File: src/hdl/marrg_pkg.sv
// shared types and constants for the multi-agent rotor-router grid
// payload structs, controller/datapath command and status bundles, codes
// no dependencies
`timescale 1ns / 1ps

package marrg_pkg;

    // default sizes handed to the top level parameters
    localparam int MAX_SIDE_DEF   = 32;
    localparam int MAX_AGENTS_DEF = 8;

    // fixed field widths
    localparam int OP_W      = 2;
    localparam int COORD_W   = 5;
    localparam int ROT_W     = 2;
    localparam int STATUS_W  = 2;
    localparam int MASK_W    = 8;
    localparam int COUNT_W   = 4;
    localparam int CFG_W     = 6;
    localparam int CFG_IDX_W = 1;

    // configuration register indexes
    localparam logic [CFG_IDX_W-1:0] CFG_COLS = 1'd0;
    localparam logic [CFG_IDX_W-1:0] CFG_ROWS = 1'd1;
    localparam logic [CFG_W-1:0]     CFG_SIZE_RESET = 6'd8;

    // operation codes
    localparam logic [OP_W-1:0] OP_LOAD  = 2'd0;
    localparam logic [OP_W-1:0] OP_PLACE = 2'd1;
    localparam logic [OP_W-1:0] OP_ROUND = 2'd2;

    // status codes
    localparam logic [STATUS_W-1:0] ST_OK    = 2'd0;
    localparam logic [STATUS_W-1:0] ST_RANGE = 2'd1;
    localparam logic [STATUS_W-1:0] ST_FULL  = 2'd2;

    // directions in list order
    localparam logic [1:0] DIR_LEFT  = 2'd0;
    localparam logic [1:0] DIR_UP    = 2'd1;
    localparam logic [1:0] DIR_RIGHT = 2'd2;
    localparam logic [1:0] DIR_DOWN  = 2'd3;

    typedef struct packed {
        logic [OP_W-1:0]    operation;
        logic [COORD_W-1:0] cell_col;
        logic [COORD_W-1:0] cell_row;
        logic [ROT_W-1:0]   rotor_value;
    } t_in_item;

    typedef struct packed {
        logic [STATUS_W-1:0] status;
        logic [MASK_W-1:0]   finished_mask;
        logic                all_finished;
        logic [COUNT_W-1:0]  agent_count;
    } t_out_item;

    // legal direction list of one cell
    typedef struct packed {
        logic [2:0]      len;
        logic [3:0][1:0] dir;
    } t_dirs;

    // controller to datapath
    typedef struct packed {
        logic                clr_we;
        logic                take_in;
        logic                rd_pos;
        logic                ld_write;
        logic                pl_write;
        logic                mv_write;
        logic                chk_update;
        logic                cur_clear;
        logic                cur_inc;
        logic                set_status;
        logic [STATUS_W-1:0] status;
        logic                load_out;
    } t_cmd;

    // datapath to controller
    typedef struct packed {
        logic [OP_W-1:0] op;
        logic            in_grid;
        logic            rotor_ok;
        logic            full;
        logic            more;
        logic            cur_done;
        logic            clr_last;
    } t_sts;

endpackage

File: src/hdl/multi_agent_rotor_router_grid.sv
// rotor-router walk of several agents on a grid: one result item per input item
// a rejected item goes straight to its result; a round visits every placed agent in turn
// and moves only those that have not yet finished
// one item in flight; the next is taken the cycle after its result enters the output register
// reset: synchronous active low, then a clearing sweep over every word of the rotor/mark
// memory (1024 words by default), with no items taken
`timescale 1ns / 1ps

module multi_agent_rotor_router_grid #(
    parameter int MAX_SIDE   = marrg_pkg::MAX_SIDE_DEF,
    parameter int MAX_AGENTS = marrg_pkg::MAX_AGENTS_DEF
) (
    input  logic                            i_clk,
    input  logic                            i_rst_n,
    // configuration writes: grid_cols at index 0, grid_rows at index 1
    input  logic                            i_cfg_we,
    input  logic [marrg_pkg::CFG_IDX_W-1:0] i_cfg_index,
    input  logic [marrg_pkg::CFG_W-1:0]     i_cfg_data,
    // input items
    input  logic                            i_in_valid,
    output logic                            o_in_ready,
    input  marrg_pkg::t_in_item             i_in_data,
    // result items
    output logic                            o_out_valid,
    input  logic                            i_out_ready,
    output marrg_pkg::t_out_item            o_out_data
);

    // the controller steps through each operation; the datapath holds all storage
    //   load : decode, read cell word, write rotor back keeping its mark
    //   place: decode, read cell rotor to get the start arrow, fill agent tables
    //   round: per agent select, move (rotor read-modify-write, new position),
    //          read landing cell, check against start table and set mark
    // the rotor/mark memory has one read and one write port, read data registered,
    // so each agent move passes the select, move, next and check states and a finished agent only select
    marrg_pkg::t_cmd w_cmd;
    marrg_pkg::t_sts w_sts;

    marrg_ctrl u_ctrl (
        .i_clk       (i_clk),
        .i_rst_n     (i_rst_n),
        .i_in_valid  (i_in_valid),
        .o_in_ready  (o_in_ready),
        .o_out_valid (o_out_valid),
        .i_out_ready (i_out_ready),
        .i_sts       (w_sts),
        .o_cmd       (w_cmd)
    );

    // result register sits in the datapath and is reloaded only when the
    // previous result item has left
    marrg_dp #(
        .MAX_SIDE   (MAX_SIDE),
        .MAX_AGENTS (MAX_AGENTS)
    ) u_dp (
        .i_clk       (i_clk),
        .i_rst_n     (i_rst_n),
        .i_cfg_we    (i_cfg_we),
        .i_cfg_index (i_cfg_index),
        .i_cfg_data  (i_cfg_data),
        .i_in_data   (i_in_data),
        .i_cmd       (w_cmd),
        .o_sts       (w_sts),
        .o_out_data  (o_out_data)
    );

endmodule

File: src/hdl/marrg_ctrl.sv
// sequencer for the rotor-router grid: clear sweep, operation decode, agent loop
// depends on marrg_pkg
`timescale 1ns / 1ps

module marrg_ctrl (
    input  logic             i_clk,
    input  logic             i_rst_n,
    input  logic             i_in_valid,
    output logic             o_in_ready,
    output logic             o_out_valid,
    input  logic             i_out_ready,
    input  marrg_pkg::t_sts  i_sts,
    output marrg_pkg::t_cmd  o_cmd
);

    localparam logic [3:0] S_CLEAR    = 4'd0;
    localparam logic [3:0] S_IDLE     = 4'd1;
    localparam logic [3:0] S_DECODE   = 4'd2;
    localparam logic [3:0] S_LD_RD    = 4'd3;
    localparam logic [3:0] S_LD_WR    = 4'd4;
    localparam logic [3:0] S_PL_RD    = 4'd5;
    localparam logic [3:0] S_PL_WR    = 4'd6;
    localparam logic [3:0] S_RD_SEL   = 4'd7;
    localparam logic [3:0] S_RD_MOVE  = 4'd8;
    localparam logic [3:0] S_RD_NEXT  = 4'd9;
    localparam logic [3:0] S_RD_CHK   = 4'd10;
    localparam logic [3:0] S_DONE     = 4'd11;

    logic [3:0] r_state;
    logic [3:0] n_state;
    logic       r_out_valid;
    logic       n_out_valid;

    always_comb begin
        n_state     = r_state;
        n_out_valid = r_out_valid;
        o_cmd       = '0;
        if (r_out_valid && i_out_ready) begin
            n_out_valid = 1'b0;
        end
        case (r_state)
            S_CLEAR: begin
                o_cmd.clr_we = 1'b1;
                if (i_sts.clr_last) begin
                    n_state = S_IDLE;
                end
            end
            S_IDLE: begin
                if (i_in_valid) begin
                    o_cmd.take_in = 1'b1;
                    n_state       = S_DECODE;
                end
            end
            S_DECODE: begin
                o_cmd.set_status = 1'b1;
                o_cmd.status     = marrg_pkg::ST_OK;
                n_state          = S_DONE;
                case (i_sts.op)
                    marrg_pkg::OP_LOAD: begin
                        if (!i_sts.in_grid || !i_sts.rotor_ok) begin
                            o_cmd.status = marrg_pkg::ST_RANGE;
                        end else begin
                            n_state = S_LD_RD;
                        end
                    end
                    marrg_pkg::OP_PLACE: begin
                        if (!i_sts.in_grid) begin
                            o_cmd.status = marrg_pkg::ST_RANGE;
                        end else if (i_sts.full) begin
                            o_cmd.status = marrg_pkg::ST_FULL;
                        end else begin
                            n_state = S_PL_RD;
                        end
                    end
                    marrg_pkg::OP_ROUND: begin
                        o_cmd.cur_clear = 1'b1;
                        n_state         = S_RD_SEL;
                    end
                    default: begin
                        o_cmd.status = marrg_pkg::ST_RANGE;
                    end
                endcase
            end
            S_LD_RD: begin
                n_state = S_LD_WR;
            end
            S_LD_WR: begin
                o_cmd.ld_write = 1'b1;
                n_state        = S_DONE;
            end
            S_PL_RD: begin
                n_state = S_PL_WR;
            end
            S_PL_WR: begin
                o_cmd.pl_write = 1'b1;
                n_state        = S_DONE;
            end
            S_RD_SEL: begin
                o_cmd.rd_pos = 1'b1;
                if (!i_sts.more) begin
                    n_state = S_DONE;
                end else if (i_sts.cur_done) begin
                    o_cmd.cur_inc = 1'b1;
                end else begin
                    n_state = S_RD_MOVE;
                end
            end
            S_RD_MOVE: begin
                o_cmd.mv_write = 1'b1;
                n_state        = S_RD_NEXT;
            end
            S_RD_NEXT: begin
                o_cmd.rd_pos = 1'b1;
                n_state      = S_RD_CHK;
            end
            S_RD_CHK: begin
                o_cmd.chk_update = 1'b1;
                o_cmd.cur_inc    = 1'b1;
                n_state          = S_RD_SEL;
            end
            S_DONE: begin
                if (!r_out_valid || i_out_ready) begin
                    o_cmd.load_out = 1'b1;
                    n_out_valid    = 1'b1;
                    n_state        = S_IDLE;
                end
            end
            default: begin
                n_state = S_IDLE;
            end
        endcase
    end

    always_ff @(posedge i_clk) begin
        if (!i_rst_n) begin
            r_state     <= S_CLEAR;
            r_out_valid <= 1'b0;
        end else begin
            r_state     <= n_state;
            r_out_valid <= n_out_valid;
        end
    end

    assign o_in_ready  = (r_state == S_IDLE);
    assign o_out_valid = r_out_valid;

endmodule

File: src/hdl/marrg_dp.sv
// datapath for the rotor-router grid: rotor/mark memory, agent tables,
// direction lists, move and finish check, result register; depends on marrg_pkg
`timescale 1ns / 1ps

module marrg_dp #(
    parameter int MAX_SIDE   = marrg_pkg::MAX_SIDE_DEF,
    parameter int MAX_AGENTS = marrg_pkg::MAX_AGENTS_DEF
) (
    input  logic                                i_clk,
    input  logic                                i_rst_n,
    input  logic                                i_cfg_we,
    input  logic [marrg_pkg::CFG_IDX_W-1:0]     i_cfg_index,
    input  logic [marrg_pkg::CFG_W-1:0]         i_cfg_data,
    input  marrg_pkg::t_in_item                 i_in_data,
    input  marrg_pkg::t_cmd                     i_cmd,
    output marrg_pkg::t_sts                     o_sts,
    output marrg_pkg::t_out_item                o_out_data
);

    localparam int CW    = (MAX_SIDE > 2) ? $clog2(MAX_SIDE) : 1;
    localparam int SW    = CW + 1;
    localparam int AW    = 2 * CW;
    localparam int DEPTH = 1 << AW;
    localparam int AI    = (MAX_AGENTS > 1) ? $clog2(MAX_AGENTS) : 1;
    localparam int NW    = $clog2(MAX_AGENTS + 1);

    // grid size, clamped to the supported range
    function automatic logic [SW-1:0] eff_size(input logic [marrg_pkg::CFG_W-1:0] v);
        logic [SW-1:0] s;
        if (v < marrg_pkg::CFG_W'(2)) begin
            s = SW'(2);
        end else if (int'(v) > MAX_SIDE) begin
            s = SW'(MAX_SIDE);
        end else begin
            s = SW'(v);
        end
        return s;
    endfunction

    // left, up, right, down with off-grid directions dropped
    function automatic marrg_pkg::t_dirs legal_dirs(
        input logic [CW-1:0] col,
        input logic [CW-1:0] row,
        input logic [SW-1:0] cols,
        input logic [SW-1:0] rows
    );
        marrg_pkg::t_dirs d;
        logic [2:0]       n;
        d = '0;
        n = '0;
        if (col != '0) begin
            d.dir[n[1:0]] = marrg_pkg::DIR_LEFT;
            n = n + 3'd1;
        end
        if (row != '0) begin
            d.dir[n[1:0]] = marrg_pkg::DIR_UP;
            n = n + 3'd1;
        end
        if ((SW'(col) + SW'(1)) < cols) begin
            d.dir[n[1:0]] = marrg_pkg::DIR_RIGHT;
            n = n + 3'd1;
        end
        if ((SW'(row) + SW'(1)) < rows) begin
            d.dir[n[1:0]] = marrg_pkg::DIR_DOWN;
            n = n + 3'd1;
        end
        d.len = n;
        return d;
    endfunction

    // stored rotor reduced modulo the list length
    function automatic logic [1:0] eff_rotor(input logic [1:0] rot, input logic [2:0] len);
        logic [1:0] r;
        case (len)
            3'd4:    r = rot;
            3'd3:    r = (rot == 2'd3) ? 2'd0 : rot;
            3'd2:    r = {1'b0, rot[0]};
            default: r = 2'd0;
        endcase
        return r;
    endfunction

    function automatic logic [1:0] next_rotor(input logic [1:0] rot, input logic [2:0] len);
        logic [2:0] s;
        s = {1'b0, rot} + 3'd1;
        return (s == len) ? 2'd0 : s[1:0];
    endfunction

    // configuration
    logic [marrg_pkg::CFG_W-1:0] r_cfg_cols;
    logic [marrg_pkg::CFG_W-1:0] r_cfg_rows;
    logic [SW-1:0]               w_cols;
    logic [SW-1:0]               w_rows;

    // latched item
    logic [marrg_pkg::OP_W-1:0]    r_op;
    logic [marrg_pkg::COORD_W-1:0] r_col;
    logic [marrg_pkg::COORD_W-1:0] r_row;
    logic [marrg_pkg::ROT_W-1:0]   r_rv;

    // rotor and finish mark per cell: bit 2 mark, bits 1:0 rotor
    logic [2:0]    r_mem [DEPTH];
    logic [2:0]    r_rdata;
    logic [AW-1:0] r_clr;
    logic          w_we;
    logic [AW-1:0] w_waddr;
    logic [2:0]    w_wdata;
    logic [AW-1:0] w_raddr;

    // agent tables
    logic [AW-1:0]         r_start_cell  [MAX_AGENTS];
    logic [1:0]            r_start_arrow [MAX_AGENTS];
    logic [AW-1:0]         r_pos         [MAX_AGENTS];
    logic [MAX_AGENTS-1:0] r_done;
    logic [NW-1:0]         r_placed;
    logic [NW-1:0]         r_cur;
    logic [AI-1:0]         w_ci;
    logic [AI-1:0]         w_pi;

    logic [marrg_pkg::STATUS_W-1:0] r_status;
    marrg_pkg::t_out_item           r_out;

    // item cell
    logic [CW-1:0]    w_in_col;
    logic [CW-1:0]    w_in_row;
    logic [AW-1:0]    w_in_cell;
    marrg_pkg::t_dirs w_in_dirs;
    logic [1:0]       w_in_arrow;
    logic             w_inside;

    // agent cell
    logic [AW-1:0]    w_pos_cell;
    logic [CW-1:0]    w_pos_col;
    logic [CW-1:0]    w_pos_row;
    marrg_pkg::t_dirs w_pos_dirs;
    logic [1:0]       w_pos_rot;
    logic [1:0]       w_nxt_rot;
    logic [1:0]       w_step_dir;
    logic [1:0]       w_pos_arrow;
    logic [CW-1:0]    w_new_col;
    logic [CW-1:0]    w_new_row;
    logic             w_hit;
    logic             w_all;

    assign w_cols = eff_size(r_cfg_cols);
    assign w_rows = eff_size(r_cfg_rows);

    assign w_ci = r_cur[AI-1:0];
    assign w_pi = r_placed[AI-1:0];

    assign w_in_col   = CW'(r_col);
    assign w_in_row   = CW'(r_row);
    assign w_in_cell  = {w_in_row, w_in_col};
    assign w_inside   = (r_col < w_cols) && (r_row < w_rows);
    assign w_in_dirs  = legal_dirs(w_in_col, w_in_row, w_cols, w_rows);
    assign w_in_arrow = w_in_dirs.dir[eff_rotor(r_rdata[1:0], w_in_dirs.len)];

    assign w_pos_cell  = r_pos[w_ci];
    assign w_pos_col   = w_pos_cell[CW-1:0];
    assign w_pos_row   = w_pos_cell[AW-1:CW];
    assign w_pos_dirs  = legal_dirs(w_pos_col, w_pos_row, w_cols, w_rows);
    assign w_pos_rot   = eff_rotor(r_rdata[1:0], w_pos_dirs.len);
    assign w_nxt_rot   = next_rotor(w_pos_rot, w_pos_dirs.len);
    assign w_step_dir  = w_pos_dirs.dir[w_nxt_rot];
    assign w_pos_arrow = w_pos_dirs.dir[w_pos_rot];

    // one step along the new arrow
    always_comb begin
        w_new_col = w_pos_col;
        w_new_row = w_pos_row;
        case (w_step_dir)
            marrg_pkg::DIR_LEFT:  w_new_col = w_pos_col - CW'(1);
            marrg_pkg::DIR_UP:    w_new_row = w_pos_row - CW'(1);
            marrg_pkg::DIR_RIGHT: w_new_col = w_pos_col + CW'(1);
            default:              w_new_row = w_pos_row + CW'(1);
        endcase
    end

    // landed on some start cell showing its start arrow, mark still clear
    always_comb begin
        w_hit = 1'b0;
        for (int j = 0; j < MAX_AGENTS; j++) begin
            if ((NW'(j) < r_placed) && (r_start_cell[j] == w_pos_cell)
                    && (r_start_arrow[j] == w_pos_arrow)) begin
                w_hit = 1'b1;
            end
        end
        w_hit = w_hit && !r_rdata[2];
    end

    // all placed agents finished, true with none placed
    always_comb begin
        w_all = 1'b1;
        for (int k = 0; k < MAX_AGENTS; k++) begin
            if ((NW'(k) < r_placed) && !r_done[k]) begin
                w_all = 1'b0;
            end
        end
    end

    // memory port selection
    always_comb begin
        w_we    = 1'b0;
        w_waddr = w_pos_cell;
        w_wdata = {r_rdata[2], w_nxt_rot};
        if (i_cmd.clr_we) begin
            w_we    = 1'b1;
            w_waddr = r_clr;
            w_wdata = '0;
        end else if (i_cmd.ld_write) begin
            w_we    = 1'b1;
            w_waddr = w_in_cell;
            w_wdata = {r_rdata[2], r_rv};
        end else if (i_cmd.mv_write) begin
            w_we    = 1'b1;
        end else if (i_cmd.chk_update && w_hit) begin
            w_we    = 1'b1;
            w_wdata = {1'b1, r_rdata[1:0]};
        end
    end

    assign w_raddr = i_cmd.rd_pos ? w_pos_cell : w_in_cell;

    always_ff @(posedge i_clk) begin
        if (w_we) begin
            r_mem[w_waddr] <= w_wdata;
        end
        r_rdata <= r_mem[w_raddr];
    end

    // control state
    always_ff @(posedge i_clk) begin
        if (!i_rst_n) begin
            r_cfg_cols <= marrg_pkg::CFG_SIZE_RESET;
            r_cfg_rows <= marrg_pkg::CFG_SIZE_RESET;
            r_clr      <= '0;
            r_done     <= '0;
            r_placed   <= '0;
            r_cur      <= '0;
        end else begin
            if (i_cfg_we) begin
                case (i_cfg_index)
                    marrg_pkg::CFG_COLS: r_cfg_cols <= i_cfg_data;
                    marrg_pkg::CFG_ROWS: r_cfg_rows <= i_cfg_data;
                    default: ;
                endcase
            end
            if (i_cmd.clr_we) begin
                r_clr <= r_clr + AW'(1);
            end
            if (i_cmd.pl_write) begin
                r_done[w_pi] <= 1'b0;
                r_placed     <= r_placed + NW'(1);
            end
            if (i_cmd.chk_update && w_hit) begin
                r_done[w_ci] <= 1'b1;
            end
            if (i_cmd.cur_clear) begin
                r_cur <= '0;
            end else if (i_cmd.cur_inc) begin
                r_cur <= r_cur + NW'(1);
            end
        end
    end

    // payload registers
    always_ff @(posedge i_clk) begin
        if (i_cmd.take_in) begin
            r_op  <= i_in_data.operation;
            r_col <= i_in_data.cell_col;
            r_row <= i_in_data.cell_row;
            r_rv  <= i_in_data.rotor_value;
        end
        if (i_cmd.pl_write) begin
            r_start_cell[w_pi]  <= w_in_cell;
            r_start_arrow[w_pi] <= w_in_arrow;
            r_pos[w_pi]         <= w_in_cell;
        end
        if (i_cmd.mv_write) begin
            r_pos[w_ci] <= {w_new_row, w_new_col};
        end
        if (i_cmd.set_status) begin
            r_status <= i_cmd.status;
        end
        if (i_cmd.load_out) begin
            r_out.status        <= r_status;
            r_out.finished_mask <= marrg_pkg::MASK_W'(r_done);
            r_out.all_finished  <= w_all;
            r_out.agent_count   <= marrg_pkg::COUNT_W'(r_placed);
        end
    end

    assign o_sts.op       = r_op;
    assign o_sts.in_grid  = w_inside;
    assign o_sts.rotor_ok = ({1'b0, r_rv} < w_in_dirs.len);
    assign o_sts.full     = (int'(r_placed) >= MAX_AGENTS);
    assign o_sts.more     = (r_cur < r_placed);
    assign o_sts.cur_done = r_done[w_ci];
    assign o_sts.clr_last = (r_clr == '1);

    assign o_out_data = r_out;

endmodule
File: config.mk
export PLATFORM = sky130hd
export DESIGN_NAME = multi_agent_rotor_router_grid
export DESIGN_NICKNAME = d
export VERILOG_FILES = /design/src/hdl/marrg_pkg.sv /design/src/hdl/multi_agent_rotor_router_grid.sv /design/src/hdl/marrg_ctrl.sv /design/src/hdl/marrg_dp.sv
export SDC_FILE = /design/constraint.sdc
export NUM_CORES = 2
export LEC_CHECK = 0
export BUFFER_PORTS_ARGS = -buffer_cell sky130_fd_sc_hd__clkbuf_2
export CORE_UTILIZATION = 42
export CTS_CLUSTER_SIZE = 28
export DETAILED_ROUTE_END_ITERATION = 10
export GPL_ROUTABILITY_DRIVEN = 0
export PLACE_DENSITY_LB_ADDON = 0.15
export RECOVER_POWER = 100
export SLEW_MARGIN = 20
export SYNTH_ARGS = -nofsm -noshare
export SYNTH_HDL_FRONTEND = slang
export SYNTH_SLANG_ARGS = --single-unit
export TNS_END_PERCENT = 30
File: constraint.sdc
create_clock -name i_clk -period 158.1 [get_ports i_clk]
set_input_delay 7.905 -clock i_clk [delete_from_list [all_inputs] [get_ports i_clk]]
set_output_delay 7.905 -clock i_clk [all_outputs]
set_load 0.02 [all_outputs]
=== Yosys cells after proc, flatten, opt, wreduce, memory -nomap -nowiden ===
Memory sizes are Yosys's and may differ from the RTL's. A register that Yosys moved wholly into a read port is not among the register bits.
Cells that the tools add are included.

* Register bits: 74
* Bits in writable memories: 3,248
* Input bits: 26
* Output and inout bits: 17
* Logic and storage cells: 317
* Memories kept: 4

* $add $sub $neg: 18
* $lt $le $gt $ge: 40
* Equal/unequal tests: 44
* Multiplexer cells: 115
* Bitwise operators: 13
* Reduce and logical (&&, ||, !) cells: 66

{| class="wikitable"
|+ Memories
! name !! depth !! width !! read ports !! clocked after memory_dff !! write ports !! line !! text
|-
| u_dp.r_mem || 1,024 || 3 || 1 || 1 || 1 || marrg_dp.sv:102 || <nowiki>logic [2:0] r_mem [DEPTH];</nowiki>
|-
| u_dp.r_pos || 8 || 10 || 1 || 1 || 1 || marrg_dp.sv:113 || <nowiki>logic [AW-1:0] r_pos [MAX_AGENTS];</nowiki>
|-
| u_dp.r_start_cell || 8 || 10 || 8 || 0 || 1 || marrg_dp.sv:111 || <nowiki>logic [AW-1:0] r_start_cell [MAX_AGENTS];</nowiki>
|-
| u_dp.r_start_arrow || 8 || 2 || 8 || 0 || 1 || marrg_dp.sv:112 || <nowiki>logic [1:0] r_start_arrow [MAX_AGENTS];</nowiki>
|}

{| class="wikitable"
|+ Operators by type and width
! operator !! number
|-
| == test 10 bit || 8
|-
| two-way mux 8 bit || 7
|-
| case mux 4 bit (11 select lines) || 1
|-
| two-way mux 1 bit || 43
|-
| two-way mux 3 bit || 14
|-
| two-way mux 10 bit || 4
|-
| logical AND 1 bit || 36
|-
| two-way mux 4 bit || 8
|-
| two-way mux 2 bit || 13
|-
| adder 5 x 1 -> 6 bit, second input constant || 4
|-
| demux 2 bit (select 2 bit) || 6
|-
| less-than comparator 6 bit || 4
|-
| two-way mux 6 bit || 4
|-
| bitwise OR 8 bit || 3
|-
| less-than comparator 2 x 3 -> 1 bit, second input constant || 7
|-
| case mux 5 bit (2 select lines) || 2
|-
| nonzero test 5 bit || 4
|-
| case mux 2 bit (3 select lines) || 3
|-
| == test 2 bit || 8
|-
| == test 4 x 3 -> 1 bit, second input constant || 4
|-
| == test 4 bit, second input constant || 4
|-
| less-than comparator 3 x 4 -> 1 bit, first input constant || 4
|-
| two-way mux 7 bit || 2
|-
| adder 3 x 1 -> 3 bit, second input constant || 4
|-
| 50 further kinds || 99
|}

=== Depth between registers and ports, before layout ===
* Word-level depth: 33
* Mapped depth: 43
* Depth with buffers taken out: 37

=== Modules after synthesis ===
Synthesis repeated with hierarchy kept, for this count alone.

* Cell total of the unflattened synthesis: 9,503
* Area total of the unflattened synthesis: 146,723.2 um^2

{| class="wikitable"
|+ Modules (own cells, without submodules)
! module !! times used !! cells each !! area an instance (um^2) !! seq. area each (um^2)
|-
| marrg_dp || 1 || 9,423 || 146,177.7 || 99,345.3
|-
| marrg_ctrl || 1 || 80 || 545.5 || 100.1
|}

=== Worst setup path before layout ===
No wires, ideal clock.

* Path type: register -> register
* Start point: register with a tool-made name
* End point: memory u_dp.r_mem[0][1], data pin
* Setup time: 8.346 ns
* Data arrival time: 48.785 ns
* Required time: 149.754 ns
* Slack: 100.969 ns
* Stages on the path, launching flop included: 31
* Buffers on the path: 5
* Period minus slack after synthesis: 57.131 ns
* Path through: dfxtp_1 buf_2 buf_1 mux4_2 mux2i_1 buf_2 inv_1 ha_1 xnor2_1 ha_1 a211oi_1 nand3_1 or4_1 o211ai_2 and2_1 clkbuf_1 fa_1 ha_1 inv_1 ha_1 o21ai_0 o31ai_4 or4_1 a31oi_1 o21ai_0 a211o_1 and3_1 a2111oi_4 buf_2 mux2_2 a211oi_1

{| class="wikitable"
|+ RTL lines
! what !! line
|-
| to (decl) || marrg_dp.sv:102
|}

==> run_results.csv <==
group,metric,value,unit
yosys,syn-num-nets,8216,
global_routing,antenna_found_initial,13,
yosys,synth_area_per_cell,17.12,µm²
setup_path,crit_top_cell,"clkbuf_1",
yosys,ys_ff_latch,3328,
drt,drt_wl_total,371.1,mm
sta,drv_slew,4318,
setup_path,crit_type,"flip-flop to flip-flop",
floorplan,fp.coreArea,328200,µm²
sta,period_minus_slack,24890,ps
floorplan,die_area,333300,µm²
floorplan,dieHeight,577.3,µm
yosys,yosys.area.top_type,"edfxtp_1",
setup_path,cp-end-kind,"flip-flop",
clock_network,postCtsSetupRepairBufs,0,
placed_design,dp_slack,146560,ps
global_routing,grt_usage,0.2212,
drt,vias_per_cell,5.968,
yosys,syn_inst,8118,
global_routing,grt_pass1_wl,545.0,mm
power_and_ir_drop,ir_drop,9.002,µV
setup_path,required,158250,ps
drt,drc,0,
sta,clock_skew,89.64,ps
clock_network,cts_max_path_buffers,4,
clock_network,htree_levels,5,
sta,finalWorstSetupSlack,133210,ps
setup_path,cp-start-kind,"flip-flop",
setup_path,crit_slowest_cell,"clkbuf_1",
drt,routed.top_layer,"met5",
floorplan,fp-row-count,210,
global_routing,grt_max_degree,240,
yosys,synth_edf_count,3279,
global_routing,grt_pass1_vias,77960,
drt,post_drt_wl_per_cell,29.18,µm
clock_network,postCtsResizedCells,0,
yosys,synthTopCellsByCount,"edfxtp_1 (3279), nor3_1 (1059), mux4_2 (780)",
clock_network,cts_inserted_buffers,357,
sta,fin_setup_tns,0,ps
sta,worst_slew_pin_slew,9186,ps
drt,drt-met1-wl,158.6,mm
yosys,yosysSeqAreaShare,0.7153,
clock_network,insertion_delay,970,ps
sta,final_hold_viol_count,0,
final_layout,syn2layout_area_growth,11.38,%
drt,drt-initial-drc-count,7066,
setup_path,cp_max_fo,183,
job,maxCapViolations,44,
drt,dr_wl_met2,176.6,mm
clock_network,clkTransAtPathRegs,60,ps
yosys,synth_area,139000,µm²
drt,wl_met3,25.04,mm
clock_network,cts_sinks,3328,
clock_network,tritoncts,"built",
sta,fmax,0.04017,GHz
power_and_ir_drop,power.leakage,0.04391,µW
sta,setup_viol,0,
clock_network,cts_hold_buf,0,
yosys,synth_top_area_frac,0.7083,
final_layout,finalNetCount,8163,
yosys,ys_types,73,
sta,fin_crit_sh,0.1575,
run_status,status,"finished with violations",
sta,grt_setup_unrepaired,"false",
power_and_ir_drop,p_per_area,11.56,nW/µm²
yosys,synth_top_cells_by_area,"edfxtp_1 (71%), mux4_2 (13%), nor3_1 (3.8%), nand2_1 (2.0%), a211oi_1 (1.4%)",
floorplan,die_w,577.3,µm
worst_hold_path,hold_class,"flip-flop to flip-flop",
yosys,yosysMostFrequentCell,"edfxtp_1",
yosys,yosys_warnings,0,
drt,vias,75880,
floorplan,initial_utilization,0.4236,
drt,dr.pass1.iters,5,
placed_design,dp_hpwl,225.3,mm
run_status,violations,"max-capacitance violations, max-slew violations",
yosys,ys.flop_type,"edfxtp_1",
drt,drtAntennaViolNets,0,
floorplan,ios,43,
yosys,async_reset_ff_frac,0,
setup_path,max_stage_delay,6330,ps
final_layout,drive_above_1_share,0.1807,
sta,maxSlewHeadroom,-5.124,
setup_path,arrival,25040,ps
placed_design,port_buffers,42,
global_routing,overflow,0,
clock_network,root_buffer,"clkbuf_16",
-- sequential cells by signal (all words and copies together) (netlist names), named ones only --
name	flops
u_dp.o_out_data	15
u_dp.r_pos	80
u_dp.r_rv	2
u_dp.r_placed	4
u_dp.r_op	2
u_dp.r_cur	4
u_dp.r_start_cell	80
u_dp.r_rdata	3
u_dp.r_cfg_cols	6
u_ctrl.r_state	4
u_dp.r_start_arrow	16
u_dp.r_row	5
u_dp.r_done	8
u_dp.r_mem	3072
u_dp.r_status	2
u_dp.r_clr	10
u_dp.r_col	5
u_dp.r_cfg_rows	6
u_ctrl.o_out_valid	1
-- worst max-delay path: cells and delay by family, from the launching register on --
family	cells	cell delay (ps)
xor gates and xnor gates	2	320
buffers and inverters	8	16100
adders and majority gates	5	1750
and+or+nand+nor	9	2150
DFF	1	940
AOI/OAI and AO/OA	9	2570
-- final timing paths --
check / startpoint / end / slack (ps) / cells past startpoint
setup reg to reg: flip-flop / u_dp.r_mem[154][2]$_DFFE_PP_ / 133210 / 33
hold reg to reg: u_dp.r_status[0]$_SDFFCE_PN0P_ / u_dp.o_out_data[13]$_DFFE_PP_ / 430 / 0
setup / recovery: flip-flop / u_dp.r_mem[154][2]$_DFFE_PP_ / 133210 / 33
hold / removal: u_dp.r_status[0]$_SDFFCE_PN0P_ / u_dp.o_out_data[13]$_DFFE_PP_ / 430 / 0
-- layout by cell type (no fill, tap or decap), drive strengths merged, types with 16 or more instances in the layout --
cell type / instances
a211oi: 251
a21boi: 22
a21o: 17
a21oi: 152
a311oi: 99
a31oi: 105
and2: 204
buf: 118
bufinv: 28
clkbuf: 537
clkinv: 164
clkinvlp: 16
dfxtp: 49
edfxtp: 3279
ha: 68
inv: 69
mux2i: 87
mux4: 780
nand2: 730
nand2b: 17
nand3: 40
nand4: 17
nor2: 109
nor2b: 21
nor3: 1059
o21ai: 62
xnor2: 75
xor2: 42
-- report_power, final --
| part | internal, µW | total [µW] | switching (µW) |
|---|---|---|---|
| logic | 4.56 | 13.8 | 9.18 |
| clock network | 467 | 821 | 354 |
| registers | 955 | 955 | 0.301 |
| total | 1430 | 1790 | 364 |
-- cell families after synthesis --
family | after synthesis | share of synthesized area
adders and majority gates | 72 | 0.006696
xor gates and xnor gates | 117 | 0.007371
AOI/OAI and AO/OA | 783 | 0.03929
buffers and inverters | 692 | 0.02123
muxes | 881 | 0.1338
and+or+nand+nor | 2245 | 0.07631
DFF | 3328 | 0.7153
-- through the flow --
step             util  total power [µW]  cells  cell area (µm²)  hold WS (ps)
2_1_floorplan       -             982.1   8118           139000         400.3
3_3_place_gp   0.4382             987.2  12050           143800         405.6
3_5_place_dp   0.4385             987.3  12050           143900         409.3
4_1_cts        0.4732              1806  12700           155300         426.7
5_1_grt        0.4717              1838  12710           154800         441.5
6_report       0.4718              1790  12720           154800         426.2
-- layout make-up --
type / instances / area [µm²]
Clock inverter: 226 / 2126
Clock buffer: 426 / 9265
Fill cell: 27650 / 173300
Inverter: 51 / 191.4
Multi-Input combinational cell: 4098 / 36890
Timing Repair Buffer: 229 / 1455
Sequential cell: 3328 / 99450
Tap cell: 4346 / 5438
Antenna cell: 11 / 27.53
-- layer usage --
metal | vias to the layer above | GRT usage
met5 | - | 0
met4 | 8 | 0.06501
met3 | 527 | 0.04095
met2 | 2639 | 0.3535
met1 | 40010 | 0.3103
li1 | 32700 | -
(Power assumes the default switching activity.)
